## src/hdl/iee_pkg.sv

```systemverilog
// Shared types, constants and helper functions for the infix expression evaluator.
package iee_pkg;

    typedef struct packed {
        logic [7:0] ch;
        logic       last;
    } t_in;

    typedef struct packed {
        logic signed [31:0] value;
        logic [2:0]         error;
    } t_out;

    typedef enum logic [2:0] {
        ERR_NONE      = 3'd0,
        ERR_DIV0      = 3'd1,
        ERR_OVERFLOW  = 3'd2,
        ERR_MALFORMED = 3'd3,
        ERR_BADCHAR   = 3'd4
    } t_err;

    typedef enum logic [2:0] {
        OP_LPAREN = 3'd0,
        OP_ADD    = 3'd1,
        OP_SUB    = 3'd2,
        OP_MUL    = 3'd3,
        OP_DIV    = 3'd4
    } t_op;

    typedef enum logic [2:0] {
        CLS_DIGIT,
        CLS_SPACE,
        CLS_LINE_END,
        CLS_LPAREN,
        CLS_RPAREN,
        CLS_OPER,
        CLS_BAD
    } t_cls;

    typedef enum logic [1:0] {
        RD_TOP,
        RD_SECOND,
        RD_ZERO
    } t_rdsel;

    typedef enum logic [4:0] {
        ST_IDLE,
        ST_DECODE,
        ST_FLUSH,
        ST_DISPATCH,
        ST_OP_CHK,
        ST_OP_RD,
        ST_OPUSH,
        ST_CL_CHK,
        ST_CL_RD,
        ST_FIN,
        ST_FN_CHK,
        ST_FN_RD,
        ST_FIN_END,
        ST_FIN_RD,
        ST_AP_CHK,
        ST_AP_RB,
        ST_AP_RA,
        ST_AP_EXE,
        ST_AP_DIV,
        ST_AP_PUSH
    } t_state;

    localparam logic [7:0] CH_PLUS   = 8'h2B;
    localparam logic [7:0] CH_MINUS  = 8'h2D;
    localparam logic [7:0] CH_STAR   = 8'h2A;
    localparam logic [7:0] CH_SLASH  = 8'h2F;
    localparam logic [7:0] CH_LPAREN = 8'h28;
    localparam logic [7:0] CH_RPAREN = 8'h29;
    localparam logic [7:0] CH_ZERO   = 8'h30;
    localparam logic [7:0] CH_NINE   = 8'h39;
    localparam logic [7:0] CH_SPACE  = 8'h20;
    localparam logic [7:0] CH_LF     = 8'h0A;
    localparam logic [7:0] CH_CR     = 8'h0D;

    typedef struct packed {
        logic   load_in;
        logic   accum;
        logic   load_code;
        logic   flush;
        logic   optr_push;
        logic   optr_pop;
        t_rdsel rd_sel;
        logic   lat_b;
        logic   lat_a;
        logic   opnd_pop2;
        logic   exec;
        logic   div_start;
        logic   res_push;
        t_err   raise;
        logic   out_load;
        logic   clr_all;
    } t_cmd;

    typedef struct packed {
        t_cls cls;
        logic last;
        logic err_set;
        logic digit_seen;
        logic optr_empty;
        logic opnd_ge2;
        logic opnd_one;
        logic top_lparen;
        logic top_prec_ge;
        logic code_lparen;
        logic code_div;
        logic b_zero;
        logic div_done;
        logic out_free;
    } t_sts;

    function automatic t_cls char_class(input logic [7:0] ch);
        t_cls cls;
        priority if (ch >= CH_ZERO && ch <= CH_NINE) begin
            cls = CLS_DIGIT;
        end else if (ch == CH_SPACE) begin
            cls = CLS_SPACE;
        end else if (ch == CH_LF || ch == CH_CR) begin
            cls = CLS_LINE_END;
        end else if (ch == CH_LPAREN) begin
            cls = CLS_LPAREN;
        end else if (ch == CH_RPAREN) begin
            cls = CLS_RPAREN;
        end else if (ch == CH_PLUS || ch == CH_MINUS || ch == CH_STAR || ch == CH_SLASH) begin
            cls = CLS_OPER;
        end else begin
            cls = CLS_BAD;
        end
        return cls;
    endfunction

    function automatic t_op char_to_op(input logic [7:0] ch);
        t_op op;
        priority if (ch == CH_PLUS) begin
            op = OP_ADD;
        end else if (ch == CH_MINUS) begin
            op = OP_SUB;
        end else if (ch == CH_STAR) begin
            op = OP_MUL;
        end else if (ch == CH_SLASH) begin
            op = OP_DIV;
        end else begin
            op = OP_LPAREN;
        end
        return op;
    endfunction

    function automatic logic [1:0] op_prec(input t_op op);
        logic [1:0] p;
        priority if (op == OP_LPAREN) begin
            p = 2'd0;
        end else if (op == OP_ADD || op == OP_SUB) begin
            p = 2'd1;
        end else begin
            p = 2'd2;
        end
        return p;
    endfunction

endpackage

```

## src/hdl/iee_ram.sv

```systemverilog
// Generic single-write, single-read RAM with registered read data.
module iee_ram #(
    parameter int WIDTH = 32,
    parameter int DEPTH = 64
) (
    input  logic                     i_clk,
    input  logic                     i_we,
    input  logic [$clog2(DEPTH)-1:0] i_waddr,
    input  logic [WIDTH-1:0]         i_wdata,
    input  logic [$clog2(DEPTH)-1:0] i_raddr,
    output logic [WIDTH-1:0]         o_rdata
);

    logic [WIDTH-1:0] r_mem [DEPTH];
    logic [WIDTH-1:0] r_rdata;

    always_ff @(posedge i_clk) begin
        if (i_we) begin
            r_mem[i_waddr] <= i_wdata;
        end
        r_rdata <= r_mem[i_raddr];
    end

    assign o_rdata = r_rdata;

endmodule

```

## src/hdl/iee_div.sv

```systemverilog
// Iterative signed 32-bit divider, one quotient bit per cycle, truncating toward zero.
module iee_div (
    input  logic        i_clk,
    input  logic        i_rst_n,
    input  logic        i_start,
    input  logic [31:0] i_dividend,
    input  logic [31:0] i_divisor,
    output logic        o_done,
    output logic [31:0] o_quot
);

    logic        r_busy;
    logic        r_done;
    logic [5:0]  r_cnt;
    logic [31:0] r_rem;
    logic [31:0] r_q;
    logic [31:0] r_d;
    logic        r_neg;
    logic [32:0] w_sh;
    logic        w_fit;

    assign w_sh  = {r_rem, r_q[31]};
    assign w_fit = w_sh >= {1'b0, r_d};

    always_ff @(posedge i_clk) begin
        if (!i_rst_n) begin
            r_busy <= 1'b0;
            r_done <= 1'b0;
            r_cnt  <= '0;
        end else begin
            r_done <= 1'b0;
            if (i_start) begin
                r_busy <= 1'b1;
                r_cnt  <= 6'd32;
            end else if (r_busy) begin
                r_cnt <= r_cnt - 6'd1;
                if (r_cnt == 6'd1) begin
                    r_busy <= 1'b0;
                    r_done <= 1'b1;
                end
            end
        end
    end

    always_ff @(posedge i_clk) begin
        if (i_start) begin
            r_rem <= '0;
            r_q   <= i_dividend[31] ? (32'd0 - i_dividend) : i_dividend;
            r_d   <= i_divisor[31] ? (32'd0 - i_divisor) : i_divisor;
            r_neg <= i_dividend[31] ^ i_divisor[31];
        end else if (r_busy) begin
            r_rem <= w_fit ? 32'(w_sh - {1'b0, r_d}) : w_sh[31:0];
            r_q   <= {r_q[30:0], w_fit};
        end
    end

    assign o_done = r_done;
    assign o_quot = r_neg ? (32'd0 - r_q) : r_q;

endmodule

```

## src/hdl/iee_datapath.sv

```systemverilog
// Datapath: character register, number accumulator, both stacks, ALU, divider and result register.
module iee_datapath #(
    parameter int STACK_DEPTH = 64
) (
    input  logic          i_clk,
    input  logic          i_rst_n,
    input  iee_pkg::t_in  i_in,
    input  iee_pkg::t_cmd i_cmd,
    output iee_pkg::t_sts o_sts,
    output logic          o_out_valid,
    input  logic          i_out_ready,
    output iee_pkg::t_out o_out
);

    localparam int AW = $clog2(STACK_DEPTH);
    localparam int CW = $clog2(STACK_DEPTH + 1);

    logic [7:0]     r_ch;
    logic           r_last;
    iee_pkg::t_op   r_code;
    iee_pkg::t_op   r_apcode;
    logic [31:0]    r_accum;
    logic           r_digit;
    iee_pkg::t_err  r_err;
    logic [CW-1:0]  r_opnd_cnt;
    logic [CW-1:0]  r_optr_cnt;
    logic [31:0]    r_a;
    logic [31:0]    r_b;
    logic [31:0]    r_res;
    logic           r_out_valid;
    iee_pkg::t_out  r_out;

    logic           w_opnd_full;
    logic           w_optr_full;
    logic           w_opnd_we;
    logic [31:0]    w_opnd_wdata;
    logic [AW-1:0]  w_opnd_raddr;
    logic [31:0]    w_opnd_rdata;
    logic [CW-1:0]  w_opnd_top;
    logic [CW-1:0]  w_opnd_second;
    logic [CW-1:0]  w_optr_top;
    logic           w_optr_we;
    logic [2:0]     w_optr_rdata;
    iee_pkg::t_op   w_top_op;
    logic [31:0]    w_prod;
    logic [31:0]    w_quot;
    logic           w_div_done;
    logic           w_push_try;
    logic           w_out_free;

    assign w_opnd_full   = r_opnd_cnt >= CW'(STACK_DEPTH);
    assign w_optr_full   = r_optr_cnt >= CW'(STACK_DEPTH);
    assign w_opnd_top    = r_opnd_cnt - CW'(1);
    assign w_opnd_second = r_opnd_cnt - CW'(2);
    assign w_optr_top    = r_optr_cnt - CW'(1);
    assign w_opnd_we     = (i_cmd.flush || i_cmd.res_push) && !w_opnd_full;
    assign w_optr_we     = i_cmd.optr_push && !w_optr_full;
    assign w_opnd_wdata  = i_cmd.flush ? r_accum :
                           (r_apcode == iee_pkg::OP_DIV) ? w_quot : r_res;
    assign w_top_op      = iee_pkg::t_op'(w_optr_rdata);
    assign w_prod        = r_a * r_b;
    assign w_push_try    = i_cmd.flush || i_cmd.res_push || i_cmd.optr_push;
    assign w_out_free    = !r_out_valid || i_out_ready;

    always_comb begin
        unique case (i_cmd.rd_sel)
            iee_pkg::RD_TOP:    w_opnd_raddr = w_opnd_top[AW-1:0];
            iee_pkg::RD_SECOND: w_opnd_raddr = w_opnd_second[AW-1:0];
            iee_pkg::RD_ZERO:   w_opnd_raddr = '0;
            default:            w_opnd_raddr = w_opnd_top[AW-1:0];
        endcase
    end

    iee_ram #(.WIDTH(32), .DEPTH(STACK_DEPTH)) u_opnd_ram (
        .i_clk   (i_clk),
        .i_we    (w_opnd_we),
        .i_waddr (r_opnd_cnt[AW-1:0]),
        .i_wdata (w_opnd_wdata),
        .i_raddr (w_opnd_raddr),
        .o_rdata (w_opnd_rdata)
    );

    iee_ram #(.WIDTH(3), .DEPTH(STACK_DEPTH)) u_optr_ram (
        .i_clk   (i_clk),
        .i_we    (w_optr_we),
        .i_waddr (r_optr_cnt[AW-1:0]),
        .i_wdata (r_code),
        .i_raddr (w_optr_top[AW-1:0]),
        .o_rdata (w_optr_rdata)
    );

    iee_div u_div (
        .i_clk      (i_clk),
        .i_rst_n    (i_rst_n),
        .i_start    (i_cmd.div_start),
        .i_dividend (r_a),
        .i_divisor  (r_b),
        .o_done     (w_div_done),
        .o_quot     (w_quot)
    );

    always_ff @(posedge i_clk) begin
        if (!i_rst_n) begin
            r_accum     <= '0;
            r_digit     <= 1'b0;
            r_err       <= iee_pkg::ERR_NONE;
            r_opnd_cnt  <= '0;
            r_optr_cnt  <= '0;
            r_out_valid <= 1'b0;
        end else begin
            if (i_cmd.out_load) begin
                r_out_valid <= 1'b1;
            end else if (i_out_ready) begin
                r_out_valid <= 1'b0;
            end
            if (i_cmd.clr_all) begin
                r_accum    <= '0;
                r_digit    <= 1'b0;
                r_err      <= iee_pkg::ERR_NONE;
                r_opnd_cnt <= '0;
                r_optr_cnt <= '0;
            end else begin
                if (i_cmd.accum) begin
                    r_accum <= (r_accum << 3) + (r_accum << 1) + {24'd0, r_ch - iee_pkg::CH_ZERO};
                    r_digit <= 1'b1;
                end else if (i_cmd.flush) begin
                    r_accum <= '0;
                    r_digit <= 1'b0;
                end
                if (r_err == iee_pkg::ERR_NONE) begin
                    if (i_cmd.raise != iee_pkg::ERR_NONE) begin
                        r_err <= i_cmd.raise;
                    end else if (w_push_try &&
                                 (((i_cmd.flush || i_cmd.res_push) && w_opnd_full) ||
                                  (i_cmd.optr_push && w_optr_full))) begin
                        r_err <= iee_pkg::ERR_OVERFLOW;
                    end
                end
                if (w_opnd_we) begin
                    r_opnd_cnt <= r_opnd_cnt + CW'(1);
                end else if (i_cmd.opnd_pop2) begin
                    r_opnd_cnt <= w_opnd_second;
                end
                if (w_optr_we) begin
                    r_optr_cnt <= r_optr_cnt + CW'(1);
                end else if (i_cmd.optr_pop) begin
                    r_optr_cnt <= w_optr_top;
                end
            end
        end
    end

    always_ff @(posedge i_clk) begin
        if (i_cmd.load_in) begin
            r_ch   <= i_in.ch;
            r_last <= i_in.last;
        end
        if (i_cmd.load_code) begin
            r_code <= iee_pkg::char_to_op(r_ch);
        end
        if (i_cmd.optr_pop) begin
            r_apcode <= w_top_op;
        end
        if (i_cmd.lat_b) begin
            r_b <= w_opnd_rdata;
        end
        if (i_cmd.lat_a) begin
            r_a <= w_opnd_rdata;
        end
        if (i_cmd.exec) begin
            unique case (r_apcode)
                iee_pkg::OP_ADD: r_res <= r_a + r_b;
                iee_pkg::OP_SUB: r_res <= r_a - r_b;
                default:         r_res <= w_prod;
            endcase
        end
        if (i_cmd.out_load) begin
            r_out.value <= (r_err == iee_pkg::ERR_NONE) ? w_opnd_rdata : '0;
            r_out.error <= r_err;
        end
    end

    always_comb begin
        o_sts             = '0;
        o_sts.cls         = iee_pkg::char_class(r_ch);
        o_sts.last        = r_last;
        o_sts.err_set     = r_err != iee_pkg::ERR_NONE;
        o_sts.digit_seen  = r_digit;
        o_sts.optr_empty  = r_optr_cnt == '0;
        o_sts.opnd_ge2    = r_opnd_cnt >= CW'(2);
        o_sts.opnd_one    = r_opnd_cnt == CW'(1);
        o_sts.top_lparen  = w_top_op == iee_pkg::OP_LPAREN;
        o_sts.top_prec_ge = iee_pkg::op_prec(w_top_op) >= iee_pkg::op_prec(r_code);
        o_sts.code_lparen = r_apcode == iee_pkg::OP_LPAREN;
        o_sts.code_div    = r_apcode == iee_pkg::OP_DIV;
        o_sts.b_zero      = r_b == '0;
        o_sts.div_done    = w_div_done;
        o_sts.out_free    = w_out_free;
    end

    assign o_out_valid = r_out_valid;
    assign o_out       = r_out;

    a_opnd_bound: assert property (@(posedge i_clk) disable iff (!i_rst_n)
        r_opnd_cnt <= CW'(STACK_DEPTH))
        else $error("Operand count exceeds the stack depth.");

    a_err_sticky: assert property (@(posedge i_clk) disable iff (!i_rst_n)
        (r_err != iee_pkg::ERR_NONE && !i_cmd.clr_all) |=> r_err == $past(r_err))
        else $error("Latched error changed before the expression ended.");

    a_result_fits: assert property (@(posedge i_clk) disable iff (!i_rst_n)
        i_cmd.res_push |-> !w_opnd_full)
        else $error("Operator result pushed onto a full operand stack.");

    a_out_hold: assert property (@(posedge i_clk) disable iff (!i_rst_n)
        i_cmd.out_load |-> w_out_free)
        else $error("Result register overwritten before its transaction.");

endmodule

```

## src/hdl/iee_ctrl.sv

```systemverilog
// Controller state machine that sequences character handling, operator reduction and the result.
module iee_ctrl (
    input  logic          i_clk,
    input  logic          i_rst_n,
    input  logic          i_in_valid,
    output logic          o_in_ready,
    input  iee_pkg::t_sts i_sts,
    output iee_pkg::t_cmd o_cmd
);

    iee_pkg::t_state r_state;
    iee_pkg::t_state n_state;
    iee_pkg::t_state r_ret;
    iee_pkg::t_state n_ret;
    logic            r_fin;
    logic            n_fin;
    iee_pkg::t_state w_after;

    assign w_after = i_sts.last ? iee_pkg::ST_FIN : iee_pkg::ST_IDLE;

    always_ff @(posedge i_clk) begin
        if (!i_rst_n) begin
            r_state <= iee_pkg::ST_IDLE;
            r_ret   <= iee_pkg::ST_IDLE;
            r_fin   <= 1'b0;
        end else begin
            r_state <= n_state;
            r_ret   <= n_ret;
            r_fin   <= n_fin;
        end
    end

    always_comb begin
        n_state = r_state;
        n_ret   = r_ret;
        n_fin   = r_fin;
        unique case (r_state)
            iee_pkg::ST_IDLE: begin
                if (i_in_valid) begin
                    n_state = iee_pkg::ST_DECODE;
                end
            end
            iee_pkg::ST_DECODE: begin
                priority if (i_sts.cls == iee_pkg::CLS_LINE_END) begin
                    n_state = iee_pkg::ST_FIN;
                end else if (i_sts.err_set || i_sts.cls == iee_pkg::CLS_SPACE ||
                             i_sts.cls == iee_pkg::CLS_DIGIT) begin
                    n_state = w_after;
                end else if (i_sts.digit_seen) begin
                    n_state = iee_pkg::ST_FLUSH;
                end else begin
                    n_state = iee_pkg::ST_DISPATCH;
                end
            end
            iee_pkg::ST_FLUSH: begin
                n_state = r_fin ? iee_pkg::ST_FN_CHK : iee_pkg::ST_DISPATCH;
            end
            iee_pkg::ST_DISPATCH: begin
                priority if (i_sts.err_set) begin
                    n_state = w_after;
                end else if (i_sts.cls == iee_pkg::CLS_RPAREN) begin
                    n_state = iee_pkg::ST_CL_CHK;
                end else if (i_sts.cls == iee_pkg::CLS_LPAREN) begin
                    n_state = iee_pkg::ST_OPUSH;
                end else if (i_sts.cls == iee_pkg::CLS_OPER) begin
                    n_state = iee_pkg::ST_OP_CHK;
                end else begin
                    n_state = w_after;
                end
            end
            iee_pkg::ST_OP_CHK: begin
                n_state = (i_sts.err_set || i_sts.optr_empty) ? iee_pkg::ST_OPUSH
                                                              : iee_pkg::ST_OP_RD;
            end
            iee_pkg::ST_OP_RD: begin
                if (i_sts.top_prec_ge) begin
                    n_ret   = iee_pkg::ST_OP_CHK;
                    n_state = iee_pkg::ST_AP_CHK;
                end else begin
                    n_state = iee_pkg::ST_OPUSH;
                end
            end
            iee_pkg::ST_OPUSH: begin
                n_state = w_after;
            end
            iee_pkg::ST_CL_CHK: begin
                n_state = (i_sts.err_set || i_sts.optr_empty) ? w_after : iee_pkg::ST_CL_RD;
            end
            iee_pkg::ST_CL_RD: begin
                if (i_sts.top_lparen) begin
                    n_state = w_after;
                end else begin
                    n_ret   = iee_pkg::ST_CL_CHK;
                    n_state = iee_pkg::ST_AP_CHK;
                end
            end
            iee_pkg::ST_FIN: begin
                n_fin = 1'b1;
                priority if (i_sts.err_set) begin
                    n_state = iee_pkg::ST_FIN_END;
                end else if (i_sts.digit_seen) begin
                    n_state = iee_pkg::ST_FLUSH;
                end else begin
                    n_state = iee_pkg::ST_FN_CHK;
                end
            end
            iee_pkg::ST_FN_CHK: begin
                n_state = (i_sts.err_set || i_sts.optr_empty) ? iee_pkg::ST_FIN_END
                                                              : iee_pkg::ST_FN_RD;
            end
            iee_pkg::ST_FN_RD: begin
                n_ret   = iee_pkg::ST_FN_CHK;
                n_state = iee_pkg::ST_AP_CHK;
            end
            iee_pkg::ST_FIN_END: begin
                n_state = iee_pkg::ST_FIN_RD;
            end
            iee_pkg::ST_FIN_RD: begin
                if (i_sts.out_free) begin
                    n_fin   = 1'b0;
                    n_state = iee_pkg::ST_IDLE;
                end
            end
            iee_pkg::ST_AP_CHK: begin
                n_state = (i_sts.code_lparen || !i_sts.opnd_ge2) ? r_ret : iee_pkg::ST_AP_RB;
            end
            iee_pkg::ST_AP_RB: begin
                n_state = iee_pkg::ST_AP_RA;
            end
            iee_pkg::ST_AP_RA: begin
                n_state = iee_pkg::ST_AP_EXE;
            end
            iee_pkg::ST_AP_EXE: begin
                priority if (i_sts.code_div && i_sts.b_zero) begin
                    n_state = r_ret;
                end else if (i_sts.code_div) begin
                    n_state = iee_pkg::ST_AP_DIV;
                end else begin
                    n_state = iee_pkg::ST_AP_PUSH;
                end
            end
            iee_pkg::ST_AP_DIV: begin
                if (i_sts.div_done) begin
                    n_state = iee_pkg::ST_AP_PUSH;
                end
            end
            iee_pkg::ST_AP_PUSH: begin
                n_state = r_ret;
            end
            default: begin
                n_state = iee_pkg::ST_IDLE;
            end
        endcase
    end

    always_comb begin
        o_cmd        = '0;
        o_cmd.rd_sel = iee_pkg::RD_TOP;
        o_cmd.raise  = iee_pkg::ERR_NONE;
        o_in_ready   = 1'b0;
        unique case (r_state)
            iee_pkg::ST_IDLE: begin
                o_in_ready    = 1'b1;
                o_cmd.load_in = i_in_valid;
            end
            iee_pkg::ST_DECODE: begin
                o_cmd.accum     = !i_sts.err_set && i_sts.cls == iee_pkg::CLS_DIGIT;
                o_cmd.load_code = 1'b1;
            end
            iee_pkg::ST_FLUSH: begin
                o_cmd.flush = 1'b1;
            end
            iee_pkg::ST_DISPATCH: begin
                if (!i_sts.err_set && i_sts.cls == iee_pkg::CLS_BAD) begin
                    o_cmd.raise = iee_pkg::ERR_BADCHAR;
                end
            end
            iee_pkg::ST_OP_RD: begin
                o_cmd.optr_pop = i_sts.top_prec_ge;
            end
            iee_pkg::ST_OPUSH: begin
                o_cmd.optr_push = !i_sts.err_set;
            end
            iee_pkg::ST_CL_CHK: begin
                if (!i_sts.err_set && i_sts.optr_empty) begin
                    o_cmd.raise = iee_pkg::ERR_MALFORMED;
                end
            end
            iee_pkg::ST_CL_RD: begin
                o_cmd.optr_pop = 1'b1;
            end
            iee_pkg::ST_FN_RD: begin
                o_cmd.optr_pop = 1'b1;
            end
            iee_pkg::ST_FIN_END: begin
                o_cmd.rd_sel = iee_pkg::RD_ZERO;
                if (!i_sts.err_set && !i_sts.opnd_one) begin
                    o_cmd.raise = iee_pkg::ERR_MALFORMED;
                end
            end
            iee_pkg::ST_FIN_RD: begin
                o_cmd.rd_sel   = iee_pkg::RD_ZERO;
                o_cmd.out_load = i_sts.out_free;
                o_cmd.clr_all  = i_sts.out_free;
            end
            iee_pkg::ST_AP_CHK: begin
                if (i_sts.code_lparen || !i_sts.opnd_ge2) begin
                    o_cmd.raise = iee_pkg::ERR_MALFORMED;
                end
            end
            iee_pkg::ST_AP_RB: begin
                o_cmd.lat_b  = 1'b1;
                o_cmd.rd_sel = iee_pkg::RD_SECOND;
            end
            iee_pkg::ST_AP_RA: begin
                o_cmd.lat_a     = 1'b1;
                o_cmd.opnd_pop2 = 1'b1;
            end
            iee_pkg::ST_AP_EXE: begin
                if (i_sts.code_div && i_sts.b_zero) begin
                    o_cmd.raise = iee_pkg::ERR_DIV0;
                end
                o_cmd.div_start = i_sts.code_div && !i_sts.b_zero;
                o_cmd.exec      = !i_sts.code_div;
            end
            iee_pkg::ST_AP_PUSH: begin
                o_cmd.res_push = 1'b1;
            end
            default: begin
                o_in_ready = 1'b0;
            end
        endcase
    end

    a_ready_idle: assert property (@(posedge i_clk) disable iff (!i_rst_n)
        o_in_ready |-> r_state == iee_pkg::ST_IDLE)
        else $error("Input taken outside the idle state.");

    a_accept_decode: assert property (@(posedge i_clk) disable iff (!i_rst_n)
        (i_in_valid && o_in_ready) |=> r_state == iee_pkg::ST_DECODE)
        else $error("Accepted transaction was not decoded.");

    a_fin_result: assert property (@(posedge i_clk) disable iff (!i_rst_n)
        (r_state == iee_pkg::ST_FIN_RD && i_sts.out_free) |=> !r_fin)
        else $error("Finish mode survived the result.");

endmodule

```

## src/hdl/infix_expression_evaluator.sv

```systemverilog
// Top level of the two-stack infix expression evaluator.
// Each character is taken in the idle state and then decoded; an operator or parenthesis may
// trigger reductions, and a division reduction waits for the bit-serial divider. The result
// transaction follows the last character once the reductions left on the stack are done,
// and waits while the receiver stalls.
// Synchronous active-low reset clears the counts, accumulator, error and handshake state.
module infix_expression_evaluator #(
    parameter int STACK_DEPTH = 64
) (
    input  logic          i_clk,
    input  logic          i_rst_n,
    input  logic          i_in_valid,
    output logic          o_in_ready,
    input  iee_pkg::t_in  i_in,
    output logic          o_out_valid,
    input  logic          i_out_ready,
    output iee_pkg::t_out o_out
);

    iee_pkg::t_cmd w_cmd;
    iee_pkg::t_sts w_sts;

    iee_ctrl u_ctrl (
        .i_clk      (i_clk),
        .i_rst_n    (i_rst_n),
        .i_in_valid (i_in_valid),
        .o_in_ready (o_in_ready),
        .i_sts      (w_sts),
        .o_cmd      (w_cmd)
    );

    iee_datapath #(.STACK_DEPTH(STACK_DEPTH)) u_datapath (
        .i_clk       (i_clk),
        .i_rst_n     (i_rst_n),
        .i_in        (i_in),
        .i_cmd       (w_cmd),
        .o_sts       (w_sts),
        .o_out_valid (o_out_valid),
        .i_out_ready (i_out_ready),
        .o_out       (o_out)
    );

endmodule

```

## config.mk

```make
export PLATFORM = sky130hd
export DESIGN_NAME = infix_expression_evaluator
export DESIGN_NICKNAME = d
export VERILOG_FILES = /design/src/hdl/iee_pkg.sv /design/src/hdl/iee_ram.sv /design/src/hdl/iee_div.sv /design/src/hdl/iee_datapath.sv /design/src/hdl/iee_ctrl.sv /design/src/hdl/infix_expression_evaluator.sv
export SDC_FILE = /design/constraint.sdc
export NUM_CORES = 2
export LEC_CHECK = 0
export BUFFER_PORTS_ARGS = -buffer_cell sky130_fd_sc_hd__buf_2
export CELL_PAD_IN_SITES_DETAIL_PLACEMENT = 2
export CELL_PAD_IN_SITES_GLOBAL_PLACEMENT = 2
export CORE_MARGIN = 4
export CORE_UTILIZATION = 40
export DETAILED_ROUTE_END_ITERATION = 8
export PLACE_DENSITY = 0.7
export SYNTH_ARGS = -nofsm -noshare
export SYNTH_HDL_FRONTEND = slang
export SYNTH_SLANG_ARGS = --single-unit
```

## constraint.sdc

```tcl
create_clock -name i_clk -period 10.3 [get_ports i_clk]
set_input_delay 2.575 -clock i_clk [delete_from_list [all_inputs] [get_ports i_clk]]
set_output_delay 2.575 -clock i_clk [all_outputs]
set_load 0.005 [all_outputs]
```

# Word level (Yosys, flattened, before mapping)
# Memories as Yosys holds them, arrays and structs flattened. A register that Yosys moved wholly into a read port is not among the register bits.
# Cells that the tools add are included.
[classes]
bitwise = 3
n_addsub = 15
magnitude_cmp = 7
shift = 0
n_reduce_logical = 62
div_mod_pow = 0
eq_ne = 50
muxes = 91
mul = 1
[op_table]
columns = ["operator", "n"]
rows = [
  ["2-to-1 mux 32 bit", 9],
  ["case mux 5 bit (20 select lines)", 1],
  ["subtractor 1 x 32 -> 32 bit (first input constant)", 3],
  ["2-to-1 mux 5 bit", 16],
  ["adder 32 bit", 2],
  ["case mux 32 bit (2 select lines)", 1],
  ["subtractor 32 bit", 2],
  ["== test 8 x 6 -> 1 bit (second input constant)", 7],
  ["== test 5 x 4 -> 1 bit (second input constant)", 8],
  [">= comparator 33 x 32 -> 1 bit", 1],
  ["adder 32 x 8 -> 32 bit", 1],
  ["zero test 32 bit", 1],
  ["multiplier 32 x 32 -> 32 bit", 1],
  ["2-to-1 mux 31 bit", 1],
  ["2-to-1 mux 2 bit", 15],
  ["2-to-1 mux 3 bit", 10],
  ["2-to-1 mux 7 bit", 4],
  ["2-to-1 mux 1 bit", 22],
  ["== test 5 x 3 -> 1 bit (second input constant)", 4],
  ["== test 5 bit (second input constant)", 4],
  ["== test 8 x 4 -> 1 bit (second input constant)", 2],
  ["2-to-1 mux 4 bit", 4],
  ["== test 3 x 2 -> 1 bit (second input constant)", 5],
  ["zero test 3 bit", 5],
  ["other kinds (39)", 100],
]
[word_totals]
wordCells = 259
ramBits = 2240
reg_bits = 313
romBits = 0
latchBits = 0
memories = 2
[mem_list]
columns = ["name", "words", "word_bits", "rd", "rd_clocked_by_memory_dff", "write_ports", "line", "source"]
rows = [
  ["u_datapath.u_opnd_ram.r_mem", 64, 32, 1, 1, 1, "iee_ram.sv:14", "logic [WIDTH-1:0] r_mem [DEPTH];"],
  ["u_datapath.u_optr_ram.r_mem", 64, 3, 1, 1, 1, "iee_ram.sv:14", ""],
]

# Depth between registers and ports, before layout
[logic_depth]
word_depth = 17
depth_mapped = 28
mapped_depth_nobuf = 26

# Hierarchy
# From an unflattened synthesis, not the netlist that was laid out.
[hier_totals]
hier_cells = 7918
area_unflattened_um2 = 123612.3
[modules_own_cells]
columns = ["mod", "seq_area_each_um2", "area_each_um2", "instances", "cells_each"]
rows = [
  ["iee_ram at u_datapath.u_opnd_ram", 62139.6, 78371.4, 1, 3361],
  ["iee_datapath", 5405.2, 28219.6, 1, 3047],
  ["iee_div", 2752.6, 7863.8, 1, 901],
  ["iee_ram at u_datapath.u_optr_ram", 5825.6, 7863.8, 1, 423],
  ["iee_ctrl", 200.2, 1293.7, 1, 186],
]

# Worst setup path after synthesis
# No wires, ideal clock.
[synth_path]
path_kind = "register to register"
start = "reg u_datapath.r_b[5]"
end = "reg u_datapath.r_res[31], data pin"
path_buffers = 2
t_arrival_ns = 7.049
synth_period_minus_slack_ns = 7.229
slack_ns = 3.071
path_stages_with_launch = 27
setup_ns = 0.180
cell_sequence = "edfxtp_1 > clkbuf_1 > clkbuf_1 > and2_1 > fa_1 > fa_1 > fa_1 > inv_1 > fa_1 > inv_1 > fa_1 > inv_1 > fa_1 > inv_1 > fa_1 > fa_1 > ha_1 > a21o_1 > a21o_1 > a221oi_1 > o211ai_1 > a211oi_1 > o21ai_0 > a21oi_1 > xnor2_1 > nand2_1 > a221oi_1"
[synth_between]
elab_chain_cells = 2
elab_cells_between_ends = 4
classes_between = "add/sub: 2; mul: 1; mux: 1"
[synth_lines]
columns = ["element", "line", "source"]
rows = [
  ["from (decl)", "iee_datapath.sv:28", "logic [31:0] r_b;"],
  ["from (signal assigned)", "iee_datapath.sv:165", "r_b <= w_opnd_rdata;"],
  ["multiplier 32 x 32 -> 32 bit, or another cell as far along", "iee_datapath.sv:61", "assign w_prod = r_a * r_b;"],
  ["case mux 32 bit (2 select lines) (*)", "iee_datapath.sv:171", "unique case (r_apcode)"],
  ["to (signal assigned)", "iee_datapath.sv:172", "iee_pkg::OP_ADD: r_res <= r_a + r_b;"],
  ["to (signal assigned)", "iee_datapath.sv:173", "iee_pkg::OP_SUB: r_res <= r_a - r_b;"],
  ["to (signal assigned)", "iee_datapath.sv:174", "default: r_res <= w_prod;"],
  ["to (decl)", "iee_datapath.sv:29", "logic [31:0] r_res;"],
]
# Every way passes the cells marked *; elsewhere a longest branch is shown, timed or not.
# A chain may end at the register's enable or synchronous reset.

# Worst setup path in the final report
# Ends and elaborated chain as after synthesis.

==> flow_metrics.py <==
metrics = {
    "setup_path": {
        "crit_path_end_kind": "flop",
        "worstPathRequired_ns": 11.01,
        "r2r_start": "u_datapath.r_b[5]",
        "critical_path_buf_inv_count": 3,
        "cp_slowest_cell": "a2111oi_0",
        "crit_fanout": 18,
        "r2r_slack_ns": 1.92,
        "arrival_ns": 9.08,
        "path_cells": "buf_4, and2_1, fa_1, fa_1, inv_1, fa_1, fa_1, inv_1, ha_1, ha_1, fa_1, fa_1, ha_1, a21o_1, a2111oi_0, or3_1, o211ai_1, a211oi_1, o21ai_0, a21oi_1, xnor2_1, nand2_1, a221oi_1",
        "cp_common_cell": "fa_1",
        "crit_family": "adder cells",
        "slowest_delay_ns": 0.89,
        "r2r-end": "u_datapath.r_res[31]",
        "rr_worst_depth": 23,
        "criticalPathCategory": "reg -> reg",
        "start_kind": "flop",
        "startpoint": "u_datapath.r_b[5]",
    },
    "timing": {
        "layout_min_cycle_time_ns": 8.38,
        "worstMarginPinSlew_ns": 1.30,
        "drv_slew": 0,
        "tns_ns": 0,
        "rsz0062_at_grt": "false",
        "hold_viol_final": 0,
        "fmax_mhz": 119,
        "clock_skew_ns": 0.0847,
        "relSlewSlack_pct": 12.9,
        "setup_viol_count_final": 0,
        "period_share_pct": 81.3,
    },
    "yosys": {
        "synthTopCellsByArea": "edfxtp_1 59%, nand2_1 7.7%, fa_1 6.6%, a311oi_1 2.7%, ha_1 2.6%",
        "synth.yosys.seq_area_share_pct": 60.8,
        "synth_commonest_cells": "2,592 x nand2_1, 2,451 x edfxtp_1, 620 x clkbuf_1, 598 x nand3_1, 473 x inv_1",
        "synth_seq_cells": 2587,
        "synth_area_mm2": 0.126,
        "yosys.area.top_type": "edfxtp_1",
        "synth_edf_count": 2451,
        "synth_ff_type": "edfxtp_1",
        "async_reset_ff_share_pct": 0,
        "yosysTopAreaCellShare_pct": 58.6,
        "synthCells": 10600,
        "ys_types": 80,
        "yosysMostFrequentCell": "nand2_1",
        "synth.yosys.warnings": 0,
        "synth.avg_cell_area_um2": 11.9,
        "syn_nets": 11300,
    },
    "floorplanning": {
        "core_mm2": 0.312,
        "initial_utilization_pct": 40.2,
        "pin_count": 50,
        "dieArea_mm2": 0.323,
        "rows": 205,
        "dieWidth_um": 568,
        "fp.dieH_um": 568,
    },
    "placement": {
        "placed_cell_area_mm2": 0.131,
        "hpwl_um": 276000,
        "io_buffers": 49,
        "gp_congestion": 0.871,
    },
    "routing": {
        "vias": 87500,
        "routedWlPerCell_um": 30.5,
        "via_per_inst": 5.89,
        "drc": 0,
        "routed_wl_um": 454000,
        "drt_iter0_markers": 7193,
        "drt_first_pass_iters": 6,
        "ant_nets": 0,
    },
    "power_and_ir_drop": {
        "p_per_area_mw_per_mm2": 241,
        "p_total_mw": 33.9,
        "p_leak_nw": 50.7,
        "ir_drop_uv": 252,
    },
    "global_routing": {
        "grt_pass1_wl_um": 667000,
        "grt_pass1_vias": 96500,
        "grt_max_degree": 150,
        "grtUsageTotal_pct": 27.6,
        "overflow": 0,
        "antenna_found_initial": 47,
    },
    "cells_and_area": {
        "nNetsFinal": 11200,
        "areaGrowthSynthToFinish_pct": 12.1,
        "nFillCells": 30800,
        "drive_above_1_share_pct": 8.63,
        "utilization_pct": 45.1,
        "final_area_mm2": 0.141,
    },
    "clock_network": {
        "cts_num_sinks": 2587,
        "root_buffer": "clkbuf_16",
        "cts_tree": "done",
        "clk_latency_ns": 0.93,
        "clk_pin_slew_ns": 0.06,
        "post_cts_buffers": 0,
        "htree_levels": 5,
        "clockBufferDepth": 4,
        "hold_buffers": 0,
        "cts_made_buffers": 298,
        "cts-resized-gates": 0,
    },
    "min_path": {
        "min_path_cells": 2,
        "min-delay-start": "u_datapath.r_accum[4]",
        "whs_endpoint": "u_datapath.r_accum[4]",
        "min_path_type": "reg -> reg",
    },
    "status": {
        "outcome": "complete, no violations",
    },
    "flow_run": {
        "maxCapViolCount": 0,
    },
}
==> per-stage QoR <==
step,cells,setup slack [ns],hold slack (ns)
5_1_grt,14900,1.65,0.510
3_3_place_gp,14300,2.14,0.455
3_5_place_dp,14300,1.99,0.468
4_1_cts,14800,1.98,0.478
6_report,14900,1.92,0.475
2_1_floorplan,10600,3.07,0.417
==> worst reg2reg max path, stage by stage (launching register included) <==
cell	delay [ns]
edfxtp_1	0.76
buf_4	0.38
and2_1	0.22
fa_1	0.42
fa_1	0.52
inv_1	0.05
fa_1	0.47
fa_1	0.50
inv_1	0.05
ha_1	0.28
ha_1	0.30
fa_1	0.51
fa_1	0.43
ha_1	0.35
a21o_1	0.21
a2111oi_0	0.89
or3_1	0.22
o211ai_1	0.22
a211oi_1	0.45
o21ai_0	0.17
a21oi_1	0.28
xnor2_1	0.16
nand2_1	0.07
a221oi_1	0.28
==> sequential cells by signal (all words and copies together), names as in the netlist, 7 cells and up <==
register and flops:
u_datapath.r_b 32, u_datapath.u_div.r_d 32, u_datapath.r_accum 32, u_datapath.r_opnd_cnt 7, u_datapath.u_optr_ram.r_mem 192, u_datapath.u_div.r_q 32, u_datapath.u_div.r_rem 32, u_datapath.o_out 35
u_datapath.r_a 32, u_datapath.r_res 32, u_datapath.r_ch 8, u_datapath.u_opnd_ram.r_mem 2048, u_datapath.u_opnd_ram.o_rdata 32, u_datapath.r_optr_cnt 7
==> layout by cell type, fill, tap and decap left out, drive strengths merged, types with 63 or more instances in the layout <==
cell,count
ha,263
buf,296
and3,266
clkbuf,380
nor3,84
nor2,266
dfxtp,136
a31oi,163
fa,416
nand3,599
clkinv,133
inv,484
and2,346
mux4,63
xor2,145
a311oi,385
a211oi,112
a21oi,243
nand2,2592
edfxtp,2451
o21ai,255
xnor2,152
==> layout make-up <==
class                           instances  area (um^2)  share of cell area, %
Tap cell                             4140         5180                   3.68
Clock inverter                        160         1380                  0.980
Antenna cell                           14         35.0                 0.0249
Sequential cell                      2587        76300                   54.2
Inverter                              475         1780                   1.27
Multi-Input combinational cell       6810        45800                   32.5
Clock buffer                          380         7920                   5.62
Timing Repair Buffer                  296         2350                   1.67
==> cells by family (layout without fill, tap and decap cells) <==
| logic type | after synthesis | after routing | share of synthesized area (%) |
|---|---|---|---|
| compound gates | 1407 | 1407 | 7.75 |
| xor+xnor | 297 | 297 | 2.07 |
| fa+ha+maj | 679 | 679 | 9.25 |
| buf+inv | 1172 | 1311 | 3.53 |
| flops | 2587 | 2587 | 60.8 |
| mux | 76 | 76 | 1.23 |
| other cells | 0 | 14 | 0 |
| simple gates | 4351 | 4351 | 15.4 |
==> how the worst max path moves through the flow <==
stage                            to  cells past startpoint
4_1_cts        u_datapath.r_res[31]                     23
6_report       u_datapath.r_res[31]                     23
3_3_place_gp   u_datapath.r_res[31]                     25
5_1_grt        u_datapath.r_res[31]                     23
2_1_floorplan  u_datapath.r_res[31]                     26
3_5_place_dp   u_datapath.r_res[31]                     23
==> metal layers <==
metal	GRT usage, %	part of all wire [%]	vias up
met4	9.46	3.6	4
met5	0	0.0051	-
li1	-	-	37500
met1	35.9	42	46800
met2	48.0	50	2443
met3	2.99	4.7	744
==> power breakdown <==
part           switching [mW]  internal [mW]  leakage, nW
clock network            4.53           5.81         4.55
logic                    7.67           3.00         23.0
registers               0.449           12.5         23.2
Power figures use the tool's default switching activity.
